[config.mk]
export PLATFORM = sky130hd
export DESIGN_NAME = arc_block_index_builder
export DESIGN_NICKNAME = d
export VERILOG_FILES = /design/src/rtl/abib_pkg.sv /design/src/rtl/abib_front.sv /design/src/rtl/abib_queue.sv /design/src/rtl/abib_back.sv /design/src/rtl/arc_block_index_builder.sv
export SDC_FILE = /design/constraint.sdc
export NUM_CORES = 1
export LEC_CHECK = 0
export BUFFER_PORTS_ARGS = -buffer_cell sky130_fd_sc_hd__buf_2
export CAP_MARGIN = 25
export CORE_MARGIN = 3
export CORE_UTILIZATION = 54
export CTS_BUF_LIST = sky130_fd_sc_hd__clkbuf_16
export CTS_CLUSTER_SIZE = 25
export DETAILED_ROUTE_END_ITERATION = 6
export PLACE_DENSITY = 0.76
export SYNTH_ARGS = -nofsm -noshare
export SYNTH_HDL_FRONTEND = slang
export SYNTH_HIERARCHICAL = 1
export SYNTH_SLANG_ARGS = --single-unit
[constraint.sdc]
create_clock -name aclk -period 3.9 [get_ports aclk]
set_input_delay 0.39 -clock aclk [delete_from_list [all_inputs] [get_ports aclk]]
set_output_delay 0.39 -clock aclk [all_outputs]
set_load 0.005 [all_outputs]
[src/rtl/abib_pkg.sv]
package abib_pkg;

    localparam int STATE_BITS     = 20;
    localparam int LABEL_BITS     = 16;
    localparam int ARC_COUNT_BITS = 24;

    localparam int PSTATE_W = STATE_BITS + 1;
    localparam int CNT_W    = ARC_COUNT_BITS + 1;

    localparam logic [CNT_W-1:0] CNT_MAX = CNT_W'(1) << ARC_COUNT_BITS;

    localparam int QUEUE_DEPTH = 4;
    localparam int QPTR_W      = $clog2(QUEUE_DEPTH);
    localparam int QCNT_W      = $clog2(QUEUE_DEPTH + 1);

    localparam logic CMD_ARC    = 1'b0;
    localparam logic CMD_FINISH = 1'b1;

    typedef enum logic [1:0] {
        KIND_CONTINUE,
        KIND_START,
        KIND_FINISH
    } abib_kind_t;

    typedef struct packed {
        abib_kind_t            kind;
        logic                  order_error;
        logic                  map_valid;
        logic [PSTATE_W-1:0]   map_first_state;
        logic [PSTATE_W-1:0]   map_last_state;
    } abib_item_t;

endpackage

[src/rtl/abib_front.sv]
module abib_front
    import abib_pkg::*;
(
    input  logic                  aclk,
    input  logic                  aresetn,
    input  logic [PSTATE_W-1:0]   state_count,
    input  logic                  s_valid,
    output logic                  s_ready,
    input  logic                  s_command,
    input  logic [STATE_BITS-1:0] s_source_state,
    input  logic [LABEL_BITS-1:0] s_lower_label,
    input  logic                  q_full,
    output logic                  push,
    output abib_item_t            push_item
);

    logic [PSTATE_W-1:0]   prev_source_reg, prev_source_next;
    logic [LABEL_BITS-1:0] prev_label_reg, prev_label_next;
    logic                  have_prev_reg, have_prev_next;

    logic [PSTATE_W-1:0] src_ext;
    logic [PSTATE_W-1:0] first_state;
    logic                src_change;
    logic                starts;
    logic                err;
    logic                range_ok;

    assign s_ready = !q_full;
    assign push    = s_valid && s_ready;

    // classification against the previous arc
    always_comb begin
        src_ext     = {1'b0, s_source_state};
        first_state = prev_source_reg + PSTATE_W'(1);
        src_change  = src_ext != prev_source_reg;
        starts      = !have_prev_reg || src_change || (s_lower_label != prev_label_reg);
        err         = src_ext >= state_count;
        push_item   = '0;
        range_ok    = 1'b0;
        if (s_command == CMD_FINISH) begin
            range_ok                 = first_state <= state_count;
            push_item.kind           = KIND_FINISH;
            push_item.order_error    = 1'b0;
            push_item.map_valid      = range_ok;
            push_item.map_first_state = range_ok ? first_state : '0;
            push_item.map_last_state  = range_ok ? state_count : '0;
        end else begin
            range_ok                 = src_change && !err && (first_state <= src_ext);
            push_item.kind           = starts ? KIND_START : KIND_CONTINUE;
            push_item.order_error    = err;
            push_item.map_valid      = range_ok;
            push_item.map_first_state = range_ok ? first_state : '0;
            push_item.map_last_state  = range_ok ? src_ext : '0;
        end
    end

    always_comb begin
        prev_source_next = prev_source_reg;
        prev_label_next  = prev_label_reg;
        have_prev_next   = have_prev_reg;
        if (push) begin
            if (s_command == CMD_FINISH) begin
                prev_source_next = '1;
                prev_label_next  = '0;
                have_prev_next   = 1'b0;
            end else begin
                prev_source_next = src_ext;
                prev_label_next  = s_lower_label;
                have_prev_next   = 1'b1;
            end
        end
    end

    always_ff @(posedge aclk) begin
        if (!aresetn) begin
            prev_source_reg <= '1;
            prev_label_reg  <= '0;
            have_prev_reg   <= 1'b0;
        end else begin
            prev_source_reg <= prev_source_next;
            prev_label_reg  <= prev_label_next;
            have_prev_reg   <= have_prev_next;
        end
    end

endmodule

[src/rtl/abib_queue.sv]
module abib_queue
    import abib_pkg::*;
(
    input  logic       aclk,
    input  logic       aresetn,
    input  logic       push,
    input  abib_item_t push_item,
    output logic       full,
    output logic       pop_valid,
    input  logic       pop,
    output abib_item_t pop_item
);

    abib_item_t          entry_reg [QUEUE_DEPTH];
    logic [QPTR_W-1:0]   wr_ptr_reg, wr_ptr_next;
    logic [QPTR_W-1:0]   rd_ptr_reg, rd_ptr_next;
    logic [QCNT_W-1:0]   count_reg, count_next;

    assign full      = count_reg == QCNT_W'(QUEUE_DEPTH);
    assign pop_valid = count_reg != '0;
    assign pop_item  = entry_reg[rd_ptr_reg];

    always_comb begin
        wr_ptr_next = wr_ptr_reg;
        rd_ptr_next = rd_ptr_reg;
        count_next  = count_reg;
        if (push) begin
            wr_ptr_next = (wr_ptr_reg == QPTR_W'(QUEUE_DEPTH - 1)) ? '0
                                                                   : wr_ptr_reg + QPTR_W'(1);
        end
        if (pop) begin
            rd_ptr_next = (rd_ptr_reg == QPTR_W'(QUEUE_DEPTH - 1)) ? '0
                                                                   : rd_ptr_reg + QPTR_W'(1);
        end
        case ({push, pop})
            2'b10:   count_next = count_reg + QCNT_W'(1);
            2'b01:   count_next = count_reg - QCNT_W'(1);
            default: count_next = count_reg;
        endcase
    end

    always_ff @(posedge aclk) begin
        if (!aresetn) begin
            wr_ptr_reg <= '0;
            rd_ptr_reg <= '0;
            count_reg  <= '0;
        end else begin
            wr_ptr_reg <= wr_ptr_next;
            rd_ptr_reg <= rd_ptr_next;
            count_reg  <= count_next;
        end
    end

    always_ff @(posedge aclk) begin
        if (push) begin
            entry_reg[wr_ptr_reg] <= push_item;
        end
    end

    assert property (@(posedge aclk) disable iff (!aresetn)
        count_reg <= QCNT_W'(QUEUE_DEPTH))
        else $error("queue fill count beyond depth");

    assert property (@(posedge aclk) disable iff (!aresetn)
        push |-> (count_reg < QCNT_W'(QUEUE_DEPTH)))
        else $error("push into full queue");

    assert property (@(posedge aclk) disable iff (!aresetn)
        pop |-> pop_valid)
        else $error("pop from empty queue");

endmodule

[src/rtl/abib_back.sv]
module abib_back
    import abib_pkg::*;
(
    input  logic                aclk,
    input  logic                aresetn,
    input  logic                pop_valid,
    input  abib_item_t          pop_item,
    output logic                pop,
    output logic                m_valid,
    input  logic                m_ready,
    output logic [CNT_W-1:0]    m_block_number,
    output logic [CNT_W-1:0]    m_first_arc_position,
    output logic                m_map_valid,
    output logic [PSTATE_W-1:0] m_map_first_state,
    output logic [PSTATE_W-1:0] m_map_last_state,
    output logic                m_is_terminator,
    output logic                m_order_error
);

    logic [CNT_W-1:0]    blocks_reg, blocks_next;
    logic [CNT_W-1:0]    arcs_reg, arcs_next;
    logic                out_valid_reg, out_valid_next;
    logic [CNT_W-1:0]    block_number_reg, block_number_next;
    logic [CNT_W-1:0]    first_pos_reg, first_pos_next;
    logic                map_valid_reg, map_valid_next;
    logic [PSTATE_W-1:0] map_first_reg, map_first_next;
    logic [PSTATE_W-1:0] map_last_reg, map_last_next;
    logic                is_term_reg, is_term_next;
    logic                order_err_reg, order_err_next;

    function automatic logic [CNT_W-1:0] sat_inc(input logic [CNT_W-1:0] v);
        return (v < CNT_MAX) ? v + CNT_W'(1) : CNT_MAX;
    endfunction

    assign pop = pop_valid && (!out_valid_reg || m_ready);

    assign m_valid              = out_valid_reg;
    assign m_block_number       = block_number_reg;
    assign m_first_arc_position = first_pos_reg;
    assign m_map_valid          = map_valid_reg;
    assign m_map_first_state    = map_first_reg;
    assign m_map_last_state     = map_last_reg;
    assign m_is_terminator      = is_term_reg;
    assign m_order_error        = order_err_reg;

    always_comb begin
        blocks_next       = blocks_reg;
        arcs_next         = arcs_reg;
        out_valid_next    = out_valid_reg && !m_ready;
        block_number_next = block_number_reg;
        first_pos_next    = first_pos_reg;
        map_valid_next    = map_valid_reg;
        map_first_next    = map_first_reg;
        map_last_next     = map_last_reg;
        is_term_next      = is_term_reg;
        order_err_next    = order_err_reg;
        if (pop) begin
            unique case (pop_item.kind)
                KIND_CONTINUE: begin
                    arcs_next = sat_inc(arcs_reg);
                end
                KIND_START: begin
                    out_valid_next    = 1'b1;
                    block_number_next = blocks_reg;
                    first_pos_next    = arcs_reg;
                    map_valid_next    = pop_item.map_valid;
                    map_first_next    = pop_item.map_first_state;
                    map_last_next     = pop_item.map_last_state;
                    is_term_next      = 1'b0;
                    order_err_next    = pop_item.order_error;
                    blocks_next       = sat_inc(blocks_reg);
                    arcs_next         = sat_inc(arcs_reg);
                end
                KIND_FINISH: begin
                    out_valid_next    = 1'b1;
                    block_number_next = blocks_reg;
                    first_pos_next    = arcs_reg;
                    map_valid_next    = pop_item.map_valid;
                    map_first_next    = pop_item.map_first_state;
                    map_last_next     = pop_item.map_last_state;
                    is_term_next      = 1'b1;
                    order_err_next    = 1'b0;
                    blocks_next       = '0;
                    arcs_next         = '0;
                end
                default: begin
                    arcs_next = arcs_reg;
                end
            endcase
        end
    end

    always_ff @(posedge aclk) begin
        if (!aresetn) begin
            blocks_reg    <= '0;
            arcs_reg      <= '0;
            out_valid_reg <= 1'b0;
        end else begin
            blocks_reg    <= blocks_next;
            arcs_reg      <= arcs_next;
            out_valid_reg <= out_valid_next;
        end
    end

    // result payload
    always_ff @(posedge aclk) begin
        block_number_reg <= block_number_next;
        first_pos_reg    <= first_pos_next;
        map_valid_reg    <= map_valid_next;
        map_first_reg    <= map_first_next;
        map_last_reg     <= map_last_next;
        is_term_reg      <= is_term_next;
        order_err_reg    <= order_err_next;
    end

    assert property (@(posedge aclk) disable iff (!aresetn)
        blocks_reg <= arcs_reg)
        else $error("more blocks than arcs counted");

    assert property (@(posedge aclk) disable iff (!aresetn)
        (pop && pop_item.kind == KIND_FINISH) |=> (blocks_reg == '0 && arcs_reg == '0))
        else $error("counters not cleared after terminator");

endmodule

[src/rtl/arc_block_index_builder.sv]
// Arc block index builder. Takes the arcs of an arc table sorted by source state and
// then by lower label, one transfer per clock, and gives one result for every arc that
// opens a new (source, label) block: its block number, its first arc position and, when
// the source changes, the range of states that map to it. A finish transfer gives the
// terminator record (position = arc count, mapping the remaining states up to
// state_count) and clears the stream state for the next table. Arcs are taken at one
// per cycle while the queue is not full, and it drains one item per cycle while m_ready
// is high. Classification is combinational; a result is registered in the four-entry
// queue and then in the output register before it is offered on m_valid. While m_ready
// is held low, up to four items wait in the queue before s_ready drops. state_count is
// written through cfg_wr_en/cfg_wr_data; the user must write it only while the block is
// idle, as the block itself does not enforce this.
module arc_block_index_builder
    import abib_pkg::*;
(
    input  logic                  aclk,
    input  logic                  aresetn,
    input  logic                  cfg_wr_en,
    input  logic [PSTATE_W-1:0]   cfg_wr_data,
    input  logic                  s_valid,
    output logic                  s_ready,
    input  logic                  s_command,
    input  logic [STATE_BITS-1:0] s_source_state,
    input  logic [LABEL_BITS-1:0] s_lower_label,
    output logic                  m_valid,
    input  logic                  m_ready,
    output logic [CNT_W-1:0]      m_block_number,
    output logic [CNT_W-1:0]      m_first_arc_position,
    output logic                  m_map_valid,
    output logic [PSTATE_W-1:0]   m_map_first_state,
    output logic [PSTATE_W-1:0]   m_map_last_state,
    output logic                  m_is_terminator,
    output logic                  m_order_error
);

    logic [PSTATE_W-1:0] state_count_reg, state_count_next;

    logic       q_full;
    logic       push;
    abib_item_t push_item;
    logic       pop_valid;
    logic       pop;
    abib_item_t pop_item;

    assign state_count_next = cfg_wr_en ? cfg_wr_data : state_count_reg;

    always_ff @(posedge aclk) begin
        if (!aresetn) begin
            state_count_reg <= '0;
        end else begin
            state_count_reg <= state_count_next;
        end
    end

    abib_front u_front (
        .aclk           (aclk),
        .aresetn        (aresetn),
        .state_count    (state_count_reg),
        .s_valid        (s_valid),
        .s_ready        (s_ready),
        .s_command      (s_command),
        .s_source_state (s_source_state),
        .s_lower_label  (s_lower_label),
        .q_full         (q_full),
        .push           (push),
        .push_item      (push_item)
    );

    abib_queue u_queue (
        .aclk      (aclk),
        .aresetn   (aresetn),
        .push      (push),
        .push_item (push_item),
        .full      (q_full),
        .pop_valid (pop_valid),
        .pop       (pop),
        .pop_item  (pop_item)
    );

    abib_back u_back (
        .aclk                 (aclk),
        .aresetn              (aresetn),
        .pop_valid            (pop_valid),
        .pop_item             (pop_item),
        .pop                  (pop),
        .m_valid              (m_valid),
        .m_ready              (m_ready),
        .m_block_number       (m_block_number),
        .m_first_arc_position (m_first_arc_position),
        .m_map_valid          (m_map_valid),
        .m_map_first_state    (m_map_first_state),
        .m_map_last_state     (m_map_last_state),
        .m_is_terminator      (m_is_terminator),
        .m_order_error        (m_order_error)
    );

endmodule

==> impl_metrics.toml, run 1 <==
[status]
outcome = "completed"

[power]
swShare = 0.294
p_seq_frac = 0.450
leakagePower_uw = 0.00748
clkPwrFrac = 0.275
peakVddDrop_v = 0.000328
p_int_uw = 9430
combPwrFrac = 0.274
p_total_uw = 13400
switchingPower_uw = 3920
powerDensity_nw_per_um2 = 655

[setup_path]
crit_required_ns = 4.24
startpoint_type = "register"
setup.worst_path.end_class = "register"
crit_start = "u_front/prev_source_reg[1]"
r2r_cells = 13
worst-setup-path-type = "register to register"
cp.arrival_ns = 3.99
r2r_setup_slack_ns = 0.25
cp_max_fo = 15
r2r_end = "u_queue/entry_reg[3][36]"
crit-reg2reg-launch = "u_front/prev_source_reg[1]"

[die]
die_height_um = 187
dieWidth_um = 187
start_util = 0.556
die_area_um2 = 35100
rows = 65
ios = 160
core-area_um2 = 32000

[logic_synthesis]
synth_top_area_cell = "edfxtp_1"
synth-main-ff-cell = "edfxtp_1"
synth_cell_types = 68
synth.net_count = 1431
synth_top_area_share = 0.471
synth-seq-cells = 398
synth-warning-count = 6
syn_avg_cell_area_um2 = 13.7
yosysSeqAreaShare = 0.606
ys_top_cells_by_area = "edfxtp_1 (47%), dfxtp_1 (13%), ha_1 (5.1%), mux4_2 (5.1%), xor2_1 (2.0%)"
synth_cells = 1295
synth-edff-count = 279
async_flop_share = 0
syn_area_um2 = 17800

[timing]
hold_viol = 0
fmax_ghz = 0.274
min_period_ns = 3.65
finalSetupViolations = 0
tightest_slew_ns = 0.845
setup_slack_ns = 0.253
fin_worst_skew_ns = 0.0161
slew_headroom = 0.437
grt_setup_unrepaired = "no"
fin_crit_sh = 0.935
slew_viol_final = 0

[drt]
ant_nets = 0
routedWlPerCell_um = 19.3
wl_um = 37600
num_vias = 11100
via_per_inst = 5.73
firstDrtPassIters = 5
drt-initial-drc-count = 983
drc_errors = 0

[clocking]
clkSlewWorstSetupHoldPaths_ns = 0.06
cts_num_sinks = 398
clockBufferDepth = 3
cts_made_buffers = 41
cts_tree = "built"
cts_max_level = 2
clockRootBuffer = "clkbuf_16"
clock_latency_ns = 0.53

[global_routing]
grt_pass1_wl_um = 60000
grt.overflow.total = 0
antenna_found_initial = 1
grt_max_degree = 69
grt_pass1_vias = 11100
grt_usage = 0.213

[job]
cap_violations = 0

[cells_and_area]
largest_reg_flops = 184
diodes = 0
drive_gt1_frac = 0.248
final_nets = 1617
layoutNonFillerInstCount = 1946
fillers = 2329
syn_to_final_growth_pct = 14.8
design_area_um2 = 20400

[place]
hpwlAfterDp_um = 26400
gp_congestion = 0.877
pre_cts_ws_ns = -0.0781
placed_cells = 1870
port_buffers = 159
place_area_um2 = 19000

[worst_hold_path]
hold_start = "cfg_wr_data[16]"
hold_path_end = "state_count_reg[16]"
hold_depth = 3
worstHoldPathType = "input port to register"
what timing repair did:
| action | 4_1_cts | 5_1_grt |
|---|---|---|
| pin swaps | 0 | 1 |
| buffers inserted | 0 | 3 |
| endpoints found under the setup margin | 12 | 168 |
| resized for setup | 2 | 10 |
| hold buffers | 0 | 0 |
power by group through the flow:
| stage | clock network (µW) | registers, µW | logic (µW) |
|---|---|---|---|
| floorplan | 0 | 6120 | 2300 |
| global placement | 0 | 6070 | 3550 |
| detailed placement | 0 | 6100 | 3640 |
| CTS | 3750 | 6020 | 3660 |
| global route | 3920 | 6090 | 4020 |
| finish | 3680 | 6010 | 3660 |
per-layer routing:
metal | track usage | vias to the layer above | share of wire
met2 | 0.340 | 409 | 0.46
li1 | - | 5274 | -
met4 | 0.0485 | 2 | 0.018
met3 | 0.0450 | 53 | 0.071
met1 | 0.302 | 5403 | 0.45
met5 | 0 | - | 0.00035
stage by stage:
stage	utilization	setup TNS (ns)	hold WS, ns
floorplan	-	0	0.409
global placement	0.596	0	0.457
detailed placement	0.596	-0.312	0.470
CTS	0.636	0	0.110
global route	0.638	0	0.120
finish	0.638	0	0.122
logic make-up (layout without fill, tap and decap cells):
logic type,after synthesis,after routing,synth area share
DFF,398,398,0.606
AOI/OAI and AO/OA,204,204,0.0827
xor gates and xnor gates,67,67,0.0334
adders and majority gates,73,73,0.0518
muxes,76,76,0.0765
and+or+nand+nor,354,354,0.113
buffers and inverters,123,339,0.0374
critical path, stage by stage, from the launching register on:
cell       delay, ns
dfxtp_1         0.38
ha_1            0.20
and3_1          0.18
buf_4           0.13
nand2_1         0.06
xnor2_1         0.47
ha_1            0.37
a21oi_1         0.20
a21oi_1         0.12
a2111oi_1       0.42
o211a_1         0.26
o21ai_4         0.13
buf_4           0.28
a21boi_2        0.25
cell usage in the layout, fill, tap and decap left out, drive strengths merged, types with 2 or more instances in the layout:
master and count:
a211oi 6, a2111oi 2, nor3 28, and2 12, dfxtp 119, and3 16, and4 9, bufinv 2
a41oi 2, or2 4, a21oi 55, nand2b 8, ha 72, a21o 5, or3 6, nor3b 6
buf 204, nand4 35, o21ai 44, o22ai 20, xnor2 27, mux4 46, inv 71, a21boi 37
clkinvlp 4, mux2i 30, nor2b 32, xor2 40, nand3b 16, o31ai 22, clkbuf 43, edfxtp 279
nand3 33, nand2 57, nand4b 3, clkinv 15, o21a 3, nor4 12, nor2 55, or4 20
Yosys cell counts (3+ instances only):
master	count
clkbuf_1	28
nand4b_1	3
nand4_1	34
and3_1	13
inv_1	62
and2_1	10
nor3b_1	5
buf_1	4
nand3_1	31
xor2_1	40
ha_1	72
o21ai_1	3
buf_4	3
xnor2_1	26
buf_2	7
a21boi_2	18
or2_2	4
or4_1	18
nand2b_1	8
nor4_1	12
o22ai_2	19
mux2i_1	30
a21boi_0	19
a21oi_1	53
edfxtp_1	279
nor2_1	54
and4_1	8
a211oi_1	6
nor2b_1	32
nand3b_1	16
dfxtp_1	119
mux4_1	6
o21ai_0	41
buf_6	11
a21o_1	5
o21a_1	3
or3_1	6
mux4_2	40
nor3_1	28
o31ai_1	22
buf_12	6
nand2_1	57
how the worst max path moves through the flow:
stage	to	cells past startpoint
CTS	u_queue/entry_reg[2][38]	15
floorplan	u_back/m_block_number[0]	7
global route	u_queue/entry_reg[0][14]	15
detailed placement	u_queue/entry_reg[0][22]	15
finish	u_queue/entry_reg[3][36]	13
global placement	u_queue/entry_reg[0][22]	15
area by class of cell:
type / count / area, µm² / area share
inverters: 62 / 236 / 0.0116
clock buffers: 43 / 1080 / 0.0528
clock inverters: 30 / 209 / 0.0102
flip-flops and latches: 398 / 10800 / 0.528
multi-input cells: 774 / 6400 / 0.314
well taps: 435 / 544 / 0.0267
repair buffers: 204 / 1170 / 0.0572
(Power assumes the default switching activity.)
==> run 2, diff against run 1 <==
--- a/config.mk
+++ b/config.mk
@@ -12,7 +12,7 @@
 export CTS_BUF_LIST = sky130_fd_sc_hd__clkbuf_16
 export CTS_CLUSTER_SIZE = 25
 export DETAILED_ROUTE_END_ITERATION = 6
-export PLACE_DENSITY = 0.76
+export PLACE_DENSITY_LB_ADDON = 0.12
 export SYNTH_ARGS = -nofsm -noshare
 export SYNTH_HDL_FRONTEND = slang
 export SYNTH_HIERARCHICAL = 1
==> impl_metrics.toml, run 2 (synthesis gave the netlist of run 1 again) <==
[timing]
finalSetupViolations = 0
fin_crit_sh = 0.933
hold_viol = 0
tightest_slew_ns = 0.914
setup_slack_ns = 0.262
fmax_ghz = 0.275
finalSetupTns_ns = 0
fin_worst_skew_ns = 0.0196
min_period_ns = 3.64
slew_headroom = 0.390
slew_viol_final = 0

[drt]
via_per_inst = 5.67
ant_nets = 0
num_vias = 11000
drc_errors = 0
wl_um = 37400
top_layer = "met4"
dr_wl_met2_um = 17900
met3WireLength_um = 2050
drt-initial-drc-count = 694
wl_met1_um = 16800
routedWlPerCell_um = 19.3
firstDrtPassIters = 5

[die]
rows = 65
core-area_um2 = 32000
die_area_um2 = 35100
dieWidth_um = 187
ios = 160
start_util = 0.556
die_height_um = 187

[global_routing]
grt_pass1_vias = 10700
antenna_found_initial = 0
grt.overflow.total = 0
grt_max_degree = 68
grt_pass1_wl_um = 59800
grt_usage = 0.213

[cells_and_area]
finalCoreUtilization = 0.639
diodes = 0
final_common_cell = "edfxtp_1"
largest_reg_flops = 184
final_nets = 1610
drive_gt1_frac = 0.244
syn_to_final_growth_pct = 14.9
layout_common_cells = "edfxtp_1 (279), buf_2 (159), dfxtp_1 (117)"

[setup_path]
worst-setup-path-type = "register to register"
startpoint_type = "register"
crit_required_ns = 4.26
r2r_cells = 15
crit_start = "u_front/prev_source_reg[7]"
setup.worst_path.end_class = "register"
crit_end = "u_queue/entry_reg[1][22]"
crit-reg2reg-launch = "u_front/prev_source_reg[7]"
r2r_end = "u_queue/entry_reg[1][22]"
cp_max_fo = 20
cp.arrival_ns = 4.00
r2r_setup_slack_ns = 0.26

[clocking]
clock_latency_ns = 0.54
cts_num_sinks = 398
clockRootBuffer = "clkbuf_16"
cts_made_buffers = 41
clkSlewWorstSetupHoldPaths_ns = 0.06
clockBufferDepth = 3
cts_tree = "built"
cts_max_level = 2

[power]
clkPwrFrac = 0.280
p_total_uw = 13400
p_int_uw = 9460
swShare = 0.294
powerDensity_nw_per_um2 = 656
peakVddDrop_v = 0.000359
switchingPower_uw = 3940
leakagePower_uw = 0.00749
combPwrFrac = 0.274
p_seq_frac = 0.446

[place]
port_buffers = 159
gp_congestion = 0.905
pre_cts_ws_ns = -0.0222
hpwlAfterDp_um = 25800

[job]
cap_violations = 0

[status]
outcome = "completed"

[worst_hold_path]
worstHoldPathType = "input port to register"
run 2: layout make-up:
| cell class | count | area (µm²) |
|---|---|---|
| clock inverter | 34 | 263 |
| clock buffer | 42 | 1050 |
| tap | 435 | 544 |
| fill | 2444 | 11500 |
| inverter | 62 | 236 |
| sequential | 398 | 10800 |
| multi-input combinational | 774 | 6410 |
| timing repair buffer | 197 | 1150 |
run 2: critical path: stages, from the launching register on:
cell       delay [ns]
dfxtp_1          0.42
and4_4           0.26
and3_2           0.28
nand3_2          0.13
nor2_4           0.15
nand3_1          0.11
xnor2_1          0.24
ha_1             0.30
nand3_1          0.10
nor2_1           0.05
a2111oi_1        0.37
o221ai_1         0.18
o21ai_1          0.17
nand3_2          0.17
clkbuf_16        0.29
a21boi_2         0.23
run 2: through the flow:
stage	hold slack (ns)	std cells	area, µm²
2_1_floorplan	0.409	1295	17800
3_3_place_gp	0.456	1861	19000
3_5_place_dp	0.463	1861	19000
4_1_cts	0.0898	1937	20300
5_1_grt	0.101	1942	20400
6_report	0.105	1942	20400
run 2: layer usage:
metal / vias up / global-route usage
met5: - / 0
met4: 0 / 0.0517
met3: 53 / 0.0332
met2: 331 / 0.349
met1: 5366 / 0.303
li1: 5261 / -
run 2: power groups by stage:
stage / Clock (µW) / Combinational, µW / Sequential, µW
4_1_cts: 3850 / 3670 / 5980
3_5_place_dp: 0 / 3660 / 6070
3_3_place_gp: 0 / 3590 / 6040
6_report: 3760 / 3670 / 5970
2_1_floorplan: 0 / 2300 / 6120
5_1_grt: 4020 / 4040 / 6060
run 2: repair_timing:
| action | CTS | global route |
|---|---|---|
| gates cloned | 0 | 1 |
| hold buffers | 0 | 0 |
| hold endpoints to repair | 0 | 0 |
| pin swaps | 0 | 1 |
| endpoints found under the setup margin | 4 | 168 |
| resized for setup | 1 | 9 |
| setup buffers | 0 | 3 |
run 2: worst min-delay path by stage:
stage,to,start,cells after the start
CTS,state_count_reg[8],cfg_wr_data[8],3
detailed placement,u_front/have_prev_reg,u_front/have_prev_reg,2
global route,state_count_reg[8],cfg_wr_data[8],3
finish,state_count_reg[1],cfg_wr_data[1],3
global placement,u_front/have_prev_reg,u_front/have_prev_reg,2
floorplan,u_back/m_first_arc_position[4],u_back/arcs_reg[4],0
==> run 3, diff against run 2 <==
==> constraint.sdc (replaced) <==
create_clock -name aclk -period 3.9 [get_ports aclk]
set_input_delay 0.585 -clock aclk [delete_from_list [all_inputs] [get_ports aclk]]
set_output_delay 0.585 -clock aclk [all_outputs]
set_load 0.005 [all_outputs]
==> impl_metrics.toml, run 3 (synthesis gave the netlist of run 1 again) <==
[status]
outcome = "completed"

[clocking]
cts_num_sinks = 398
cts_tree = "built"
cts_hold_buf = 0
cts_max_level = 2
clkSlewWorstSetupHoldPaths_ns = 0.06
clockRootBuffer = "clkbuf_16"
cts_made_buffers = 43
clock_latency_ns = 0.54
clockBufferDepth = 3

[drt]
routedWlPerCell_um = 19.2
drt-initial-drc-count = 740
via_per_inst = 5.66
num_vias = 11000
firstDrtPassIters = 5
drc_errors = 0
wl_um = 37500
ant_nets = 0

[global_routing]
grt.overflow.total = 0
grt_pass1_vias = 10900
grt_usage = 0.212
grt_max_degree = 68
antenna_found_initial = 0
grt_pass1_wl_um = 59800

[die]
dieWidth_um = 187
die_height_um = 187
ios = 160
rows = 65
start_util = 0.556
die_area_um2 = 35100
core-area_um2 = 32000

[setup_path]
crit_start = "u_front/prev_source_reg[7]"
r2r_cells = 15
startpoint_type = "register"
slowest_delay_ns = 0.41
slowest_stage = "dfxtp_1"
crit_end = "u_queue/entry_reg[2][35]"
cp_num_cells = 15
crit_chain = "and4_4, and3_2, nand3_2, nor2_4, nand3_1, xnor2_1, ha_1, nand3_1, nor2_1, a2111oi_1, o221ai_1, o21ai_0, nand3_2, buf_12, a21boi_2"
cp.arrival_ns = 4.00
worst-setup-path-type = "register to register"
setup.worst_path.end_class = "register"
critPathBufInv = 1
crit-reg2reg-launch = "u_front/prev_source_reg[7]"
cp_max_fo = 41
crit_family = "simple AND/OR/NAND/NOR gates"
crit_required_ns = 4.24
r2r_end = "u_queue/entry_reg[2][35]"
r2r_setup_slack_ns = 0.24

[worst_hold_path]
worstHoldPathType = "input port to register"

[timing]
slew_headroom = 0.338
fmax_ghz = 0.273
fin_worst_skew_ns = 0.0244
tightest_slew_ns = 0.989
finalSetupViolations = 0
min_period_ns = 3.66
hold-worst-slack_ns = 0.311
slew_viol_final = 0
hold_viol = 0
fin_crit_sh = 0.938
grt_setup_unrepaired = "no"
finalSetupTns_ns = 0

[power]
combPwrFrac = 0.271
clkPwrFrac = 0.286
leakagePower_uw = 0.00749
p_seq_frac = 0.443
swShare = 0.292
peakVddDrop_v = 0.000389
switchingPower_uw = 3950
powerDensity_nw_per_um2 = 660
p_int_uw = 9560
p_total_uw = 13500

[cells_and_area]
final_nets = 1616
syn_to_final_growth_pct = 15.1
drive_gt1_frac = 0.244
design_area_um2 = 20500
final_common_cell = "edfxtp_1"
largest_reg_flops = 184
layout_common_cells = "edfxtp_1 (279), buf_2 (159), dfxtp_1 (117)"
diodes = 0
layoutNonFillerInstCount = 1950

[place]
gp_congestion = 0.892
place_area_um2 = 19000
hpwlAfterDp_um = 25800
placed_cells = 1863
port_buffers = 159

[job]
cap_violations = 0
[run 3: tightest hold or removal path, delay by kind of cell]
family	cells	cell delay, ns
buffers and inverters	1	0.07
muxes	1	0.05
and+or+nand+nor	1	0.09
[run 3: power by group through the flow]
stage	logic (µW)	registers [µW]	clock network, µW
2_1_floorplan	2300	6120	0
3_3_place_gp	3600	6060	0
3_5_place_dp	3650	6080	0
4_1_cts	3670	5990	3940
5_1_grt	4040	6070	4130
6_report	3660	5980	3860
[run 3: layer usage]
layer / up-vias / part of all wire / track usage
li1: 5283 / - / -
met1: 5388 / 0.46 / 0.300
met2: 300 / 0.47 / 0.342
met3: 58 / 0.052 / 0.0375
met4: 0 / 0.023 / 0.0574
met5: - / 0 / 0
[run 3: area by class of cell]
| type | count | area (µm²) |
|---|---|---|
| inverter | 62 | 236 |
| tap | 435 | 544 |
| fill | 2474 | 11500 |
| clock buffer | 44 | 1100 |
| timing repair buffer | 201 | 1160 |
| multi-input combinational | 774 | 6380 |
| sequential | 398 | 10800 |
| clock inverter | 36 | 263 |
[run 3: worst min-delay path by stage]
stage	startpoint	endpoint	slack, ns	cells past startpoint
detailed placement	u_back/arcs_reg[23]	u_back/m_first_arc_position[23]	0.47	0
CTS	cfg_wr_data[20]	state_count_reg[20]	0.30	3
global placement	u_front/prev_label_reg[1]	u_front/prev_label_reg[1]	0.46	2
floorplan	u_back/arcs_reg[4]	u_back/m_first_arc_position[4]	0.41	0
global route	cfg_wr_data[11]	state_count_reg[11]	0.32	3
finish	cfg_wr_data[2]	state_count_reg[2]	0.31	3
[run 3: stage by stage]
| stage | worst slack, ns | utilization |
|---|---|---|
| 5_1_grt | 0.0606 | 0.640 |
| 6_report | 0.242 | 0.640 |
| 3_3_place_gp | 0.0550 | 0.595 |
| 3_5_place_dp | -0.0784 | 0.595 |
| 4_1_cts | 0.0404 | 0.638 |
| 2_1_floorplan | 0.227 | - |
[run 3: what timing repair did]
item                                    CTS  global route
cloned                                    0             0
pin swaps                                 0             1
gates resized for setup                   1             5
endpoints found under the setup margin    4           160
setup buffers                             0             7
